`src/hdl/peg_mod.sv`:
```
// restoring remainder unit, one quotient bit per cycle
// standalone, no package use
module peg_mod #(
    parameter int NUM_W = 16,
    parameter int DEN_W = 10
) (
    input  logic             clk,
    input  logic             rst_n,
    input  logic             start,
    input  logic [NUM_W-1:0] num,
    input  logic [DEN_W-1:0] den,
    output logic             done,
    output logic [DEN_W-1:0] rem
);
    localparam int CNT_W = $clog2(NUM_W + 1);

    logic             busy_reg, busy_next;
    logic             done_reg, done_next;
    logic [CNT_W-1:0] cnt_reg, cnt_next;
    logic [NUM_W-1:0] quo_reg, quo_next;
    logic [DEN_W-1:0] rem_reg, rem_next;
    logic [DEN_W-1:0] den_reg, den_next;
    logic [DEN_W:0]   trial;

    always_comb
    begin
        busy_next = busy_reg;
        done_next = 1'b0;
        cnt_next  = cnt_reg;
        quo_next  = quo_reg;
        rem_next  = rem_reg;
        den_next  = den_reg;
        trial     = {rem_reg, quo_reg[NUM_W-1]};
        if (start)
        begin
            busy_next = 1'b1;
            cnt_next  = CNT_W'(NUM_W);
            quo_next  = num;
            rem_next  = '0;
            den_next  = den;
        end
        else if (busy_reg)
        begin
            // remainder stays below den, so the trial fits one extra bit
            if (trial >= {1'b0, den_reg})
                rem_next = DEN_W'(trial - {1'b0, den_reg});
            else
                rem_next = trial[DEN_W-1:0];
            quo_next = {quo_reg[NUM_W-2:0], 1'b0};
            cnt_next = cnt_reg - 1'b1;
            if (cnt_reg == CNT_W'(1))
            begin
                busy_next = 1'b0;
                done_next = 1'b1;
            end
        end
    end

    always_ff @(posedge clk or negedge rst_n)
    begin
        if (!rst_n)
        begin
            busy_reg <= 1'b0;
            done_reg <= 1'b0;
            cnt_reg  <= '0;
        end
        else
        begin
            busy_reg <= busy_next;
            done_reg <= done_next;
            cnt_reg  <= cnt_next;
        end
    end

    always_ff @(posedge clk)
    begin
        quo_reg <= quo_next;
        rem_reg <= rem_next;
        den_reg <= den_next;
    end

    assign done = done_reg;
    assign rem  = rem_reg;
endmodule

```
`config.mk`:
```
export PLATFORM = sky130hd
export DESIGN_NAME = peg_mod
export DESIGN_NICKNAME = d
export VERILOG_FILES = /design/src/hdl/peg_mod.sv
export SDC_FILE = /design/constraint.sdc
export NUM_CORES = 1
export LEC_CHECK = 0
export BUFFER_PORTS_ARGS = -buffer_cell sky130_fd_sc_hd__buf_2
export CORE_UTILIZATION = 50
export CTS_BUF_LIST = sky130_fd_sc_hd__clkbuf_4
export DETAILED_ROUTE_END_ITERATION = 8
export MAX_ROUTING_LAYER = met4
export PLACE_DENSITY = 0.84
export SETUP_SLACK_MARGIN = 0.02
export SLEW_MARGIN = 30
export SYNTH_ARGS = -nofsm -noshare
export SYNTH_HDL_FRONTEND = slang
export SYNTH_SLANG_ARGS = --single-unit
```
`constraint.sdc`:
```
create_clock -name clk -period 2.9 [get_ports clk]
set_clock_uncertainty 0.2 [all_clocks]
set_input_delay 0.145 -clock clk [delete_from_list [all_inputs] [get_ports clk]]
set_output_delay 0.145 -clock clk [all_outputs]
set_load 0.1 [all_outputs]
```
After elaboration in Yosys (flattened, before gate mapping)

Index checks and enable logic that the tools add are counted.
Widths: inputs -> output; s select.

Register bits after elaboration: 43
Input port bits: 29
Output and inout bits: 11
Logic and storage cells: 22

Add/subtract/negate cells: 2
Magnitude comparators: 1
Eq/ne operators: 1
Mux-type cells: 11
Reduce and logical (&&, ||, !) cells: 1

Operator list:

| operator            | count |
|---|---|
| $mux 16             | 2 |
| $ge 11x10->1        | 1 |
| $mux 10             | 1 |
| $mux 5              | 2 |
| $sub 10x10->10      | 1 |
| $mux 1              | 6 |
| $eq 5x1->1 const B  | 1 |
| $sub 5x1->5 const B | 1 |
| $reduce_bool 2->1   | 1 |

Longest topological paths before layout

Word-level depth: 4
Mapped depth: 9
Gate-level depth less buffers: 9

Worst setup path before layout

Ideal clock, no wire load.

Path kind: register -> register
Start point: register rem_reg[7], in the netlist rem[7]
End point: register rem_reg[2], in the netlist rem[2]
Library setup time: 0.119 ns
Arrival: 2.696 ns
Data required time: 2.581 ns
Path slack: -0.115 ns
Cell stages (with the launch flop): 7
Path buffers: 0
Period minus slack after synthesis: 3.015 ns
Path through: dfxtp_1 -> ha_1 -> a21o_1 -> a211oi_1 -> nand2_1 -> or3_1 -> a32o_1

Word-level cells in the longest chain between the ends: 2

Ends and longest elaborated chain:

| element                  | RTL line | source |
|---|---|---|
| start: declaration       | 21       | `logic [DEN_W-1:0] rem_reg, rem_next;` |
| start signal: assignment | 78       | `rem_reg <= rem_next;` |
| $ge 11x10->1             | 45       | `if (trial >= {1'b0, den_reg})` |
| $mux 10                  | 45       |  |

Every way passes these cells.
A chain may end at the register's enable or synchronous reset.

Worst setup path after layout

Start point: register den_reg[6]
End point: register rem_reg[4], in the netlist rem[4]

Word-level cells in the longest chain between the ends: 2

Ends and longest elaborated chain:

| element                  | RTL line | source |
|---|---|---|
| start: declaration       | 22       | `logic [DEN_W-1:0] den_reg, den_next;` |
| start signal: assignment | 79       | `den_reg <= den_next;` |
| $ge 11x10->1             | 45       |  |
| $mux 10                  | 45       |  |

Every way passes these cells.

==> metrics.md <==
| Metric | Value |
|---|---|
| Status | `completed` |
| Maximum clock frequency | `roughly 380 MHz` |
| CP endpoint kind | `register` |
| Count leader, synth | `edfxtp_1` |
| Post-synthesis sequential element count | `43` |
| Placed cell count | `292` |
| Final Max Slew Viols | `0` |
| Mapped Cells | `204` |
| Dpl hpwl | `3330 µm` |
| Critical Path RT | `between 2 and 3 ns` |
| Final nets | `317` |
| Crit path DAT | `2.69 ns` |
| Startpoint Class | `register` |
| Minimum clock period | `roughly 2.6 ns` |
| First DRT Iteration DRCs | `97` |
| Mean Syn Cell Area | `between 10 and 15 µm²` |
| Post-route ant nets | `0` |
| Period utilization | `0.896` |
| WS Path Type | `reg2reg` |
| VDD IR max | `about 470 µV` |
| Congestion Overflow GR | `0` |
| Leak | `1.29 nW` |
| Gpl congestion | `0.886` |
| Final WL | `5140 µm` |
| Worst-path clk slew | `0.14 ns` |
| WHS Endpoint | `cnt_reg[2]` |
| H-Tree Depth | `2` |
| Synth-to-layout area growth | `28.0%` |
| Resized cells post-CTS | `0` |
| Post-synth cell types | `between 40 and 50` |
| CTS root buf | `clkbuf_4` |
| ANT cells | `0` |
| Critical R2R Capture | `rem[4]` |
| Cell taking the most area after synthesis | `edfxtp_1` |
| Final setup violation count | `0` |
| Min-Delay Path Depth | `2` |
| Synth Warn # | `0` |
| Post-synth top area share | `0.346` |
| Largest net degree at the start of global routing | `29` |
| Die Area | `roughly 4800 µm²` |
| Layout cells sized above 1 | `0.286` |
| Register area share after synthesis | `0.512` |
| Std-Cell Core Area | `roughly 4400 µm²` |
| EDFF count, synth | `26` |
| Max cap viols | `0` |
| Hold Path Class | `in2reg` |
| Post-synth top cells | `edfxtp_1 (26), nor2_1 (22), inv_1 (18)` |
| Site Rows | `24` |
| All-layer global routing usage | `0.236` |
| DR pass1 iterations | `4` |
| Dpl cell area | `2530 µm²` |
| Max reg flops | `16` |
| Die W | `69.2 µm` |
| Number of placed I/O pins | `40` |
| CTS max path bufs | `2` |
| Setup TNS | `0 ns` |
| Die Y | `69.2 µm` |
| Mapped Area | `2260 µm²` |
| Number of global-route vias before repair | `1837` |
| Initial antenna violation count | `0` |
| Syn nets | `246` |
| RR Startpoint | `den_reg[6]` |
| PwrDens | `between 900 and 1000 nW/µm²` |
| Num CTS Buffers | `5` |
| Clock latency on the worst-skew pair | `approximately 0.37 ns` |
| Port bufs | `39` |
| Final Power | `around 2.6 mW` |
| Post-synth ARST share | `0.163` |
| Vias | `~1900` |
| Wire per inst | `15.7 µm` |
| Post-route cell area | `2890 µm²` |
| Non-filler instance count after layout | `approximately 330` |
| TritonCTS clock tree | `yes` |
| Hold Vio Cnt, Final | `0` |
| Global-route wire length before repair | `8590 µm` |
| R2r setup slk | `just over 0.3 ns` |
| Avg Vias per Cell | `5.73` |
| Crit path max fanout | `8` |
| Post-layout util | `0.664` |
| Top post-synthesis cells by area | `edfxtp_1 (35%), dfxtp_1 (8.9%), dfrtp_1 (7.8%)` |
| Clock Sinks | `43` |
| Hold_sp | `start` |
| Remaining DRCs | `0` |
| Worst Reg-to-Reg Cells | `8` |
| Fillers | `328` |
| Most used DFF post-synth | `edfxtp_1` |
| Worst Max-Slew Pin Slew | `0.777 ns` |
| RSZ-0062 raised after global routing | `false` |
| Max_slew headroom | `0.480` |
| Initial Utilization | `0.519` |
[layout make-up]
cell class,instances,area [µm²],area share
clock buffers,5,37.5,0.0130
clock inverters,3,47.5,0.0164
inverters,18,67.6,0.0234
multi-input cells,136,1000,0.347
flip-flops and latches,43,1170,0.403
well taps,52,65.1,0.0225
repair buffers,71,505,0.175
[layout by cell type (no fill, tap or decap), types with 2 or more instances in the layout]
cell type / Yosys / layout
buf_2: 0 / 39
dlygate4sd3_1: 0 / 28
edfxtp_1: 26 / 26
nor2_1: 22 / 22
inv_1: 18 / 18
mux2_2: 15 / 15
nand2_1: 12 / 12
ha_1: 12 / 12
dfxtp_2: 0 / 8
dfrtp_1: 7 / 7
o21ai_0: 6 / 6
a21oi_1: 5 / 5
nand3_1: 5 / 5
a311oi_1: 5 / 5
xnor2_1: 5 / 5
clkbuf_4: 0 / 5
a211oi_1: 4 / 4
buf_4: 0 / 4
nand2b_1: 3 / 3
xor2_1: 3 / 3
nor3b_1: 3 / 3
a31oi_1: 3 / 3
or4b_2: 2 / 2
a21o_1: 2 / 2
nand4_1: 2 / 2
nor4_1: 2 / 2
o21bai_1: 2 / 2
and2_1: 2 / 2
o21a_1: 2 / 2
nor3_1: 2 / 2
o41ai_1: 2 / 2
dfxtp_1: 10 / 2
[metrics by stage]
step | setup slack, ns | hold slack [ns]
after floorplan | 0.0880 | -0.351
after global placement | 0.407 | -0.213
after detailed placement | 0.345 | -0.213
after CTS | 0.329 | 0.0236
after global routing | 0.0891 | 0.0655
final | 0.302 | 0.0361
[cell families (layout without fill, tap and decap cells)]
family,after synthesis,after routing,synth area share
AOI/OAI and AO/OA,42,42,0.135
xor gates and xnor gates,8,8,0.0310
adders and majority gates,13,13,0.0753
buffers and inverters,25,97,0.0448
DFF,43,43,0.512
muxes,15,15,0.0747
and+or+nand+nor,58,58,0.127
[worst max-delay path: stages, from the launching register on]
cell	delay, ns
edfxtp_1	0.36
inv_1	0.04
ha_1	0.37
a21oi_1	0.12
buf_4	0.17
a21oi_1	0.24
o211ai_1	0.37
a211o_1	0.40
a311oi_1	0.25
[per-layer routing]
metal  up-vias  GRT usage  part of all wire
met5         -          -                 0
met4         0      0.104             0.030
met3        16     0.0392             0.058
met2        84      0.383              0.49
met1       886      0.291              0.42
li1        895          -                 -
[worst max path at each step]
stage | depth (start not counted) | slack (ns) | from | endpoint
floorplan | 7 | 0.09 | rem[6] | rem[4]
detailed placement | 7 | 0.34 | den_reg[8] | rem[2]
CTS | 7 | 0.33 | den_reg[8] | rem[2]
global placement | 7 | 0.41 | den_reg[8] | rem[2]
global route | 9 | 0.09 | quo_reg[15] | rem[6]
finish | 8 | 0.30 | den_reg[6] | rem[4]
[report_power, final]
group / switching (mW) / leakage, nW / internal, mW / total, mW
Clock: 0.218 / 0.0458 / 0.186 / 0.404
Combinational: 0.902 / 0.803 / 0.416 / 1.32
Sequential: 0.109 / 0.438 / 0.800 / 0.909
Total: 1.23 / 1.29 / 1.40 / 2.63
[timing repair]
item	in CTS	in global routing
endpoints found under the hold margin	33	0
setup endpoints to repair	0	0
setup buffers	0	0
hold buffers	28	0
(Power assumes the default switching activity.)
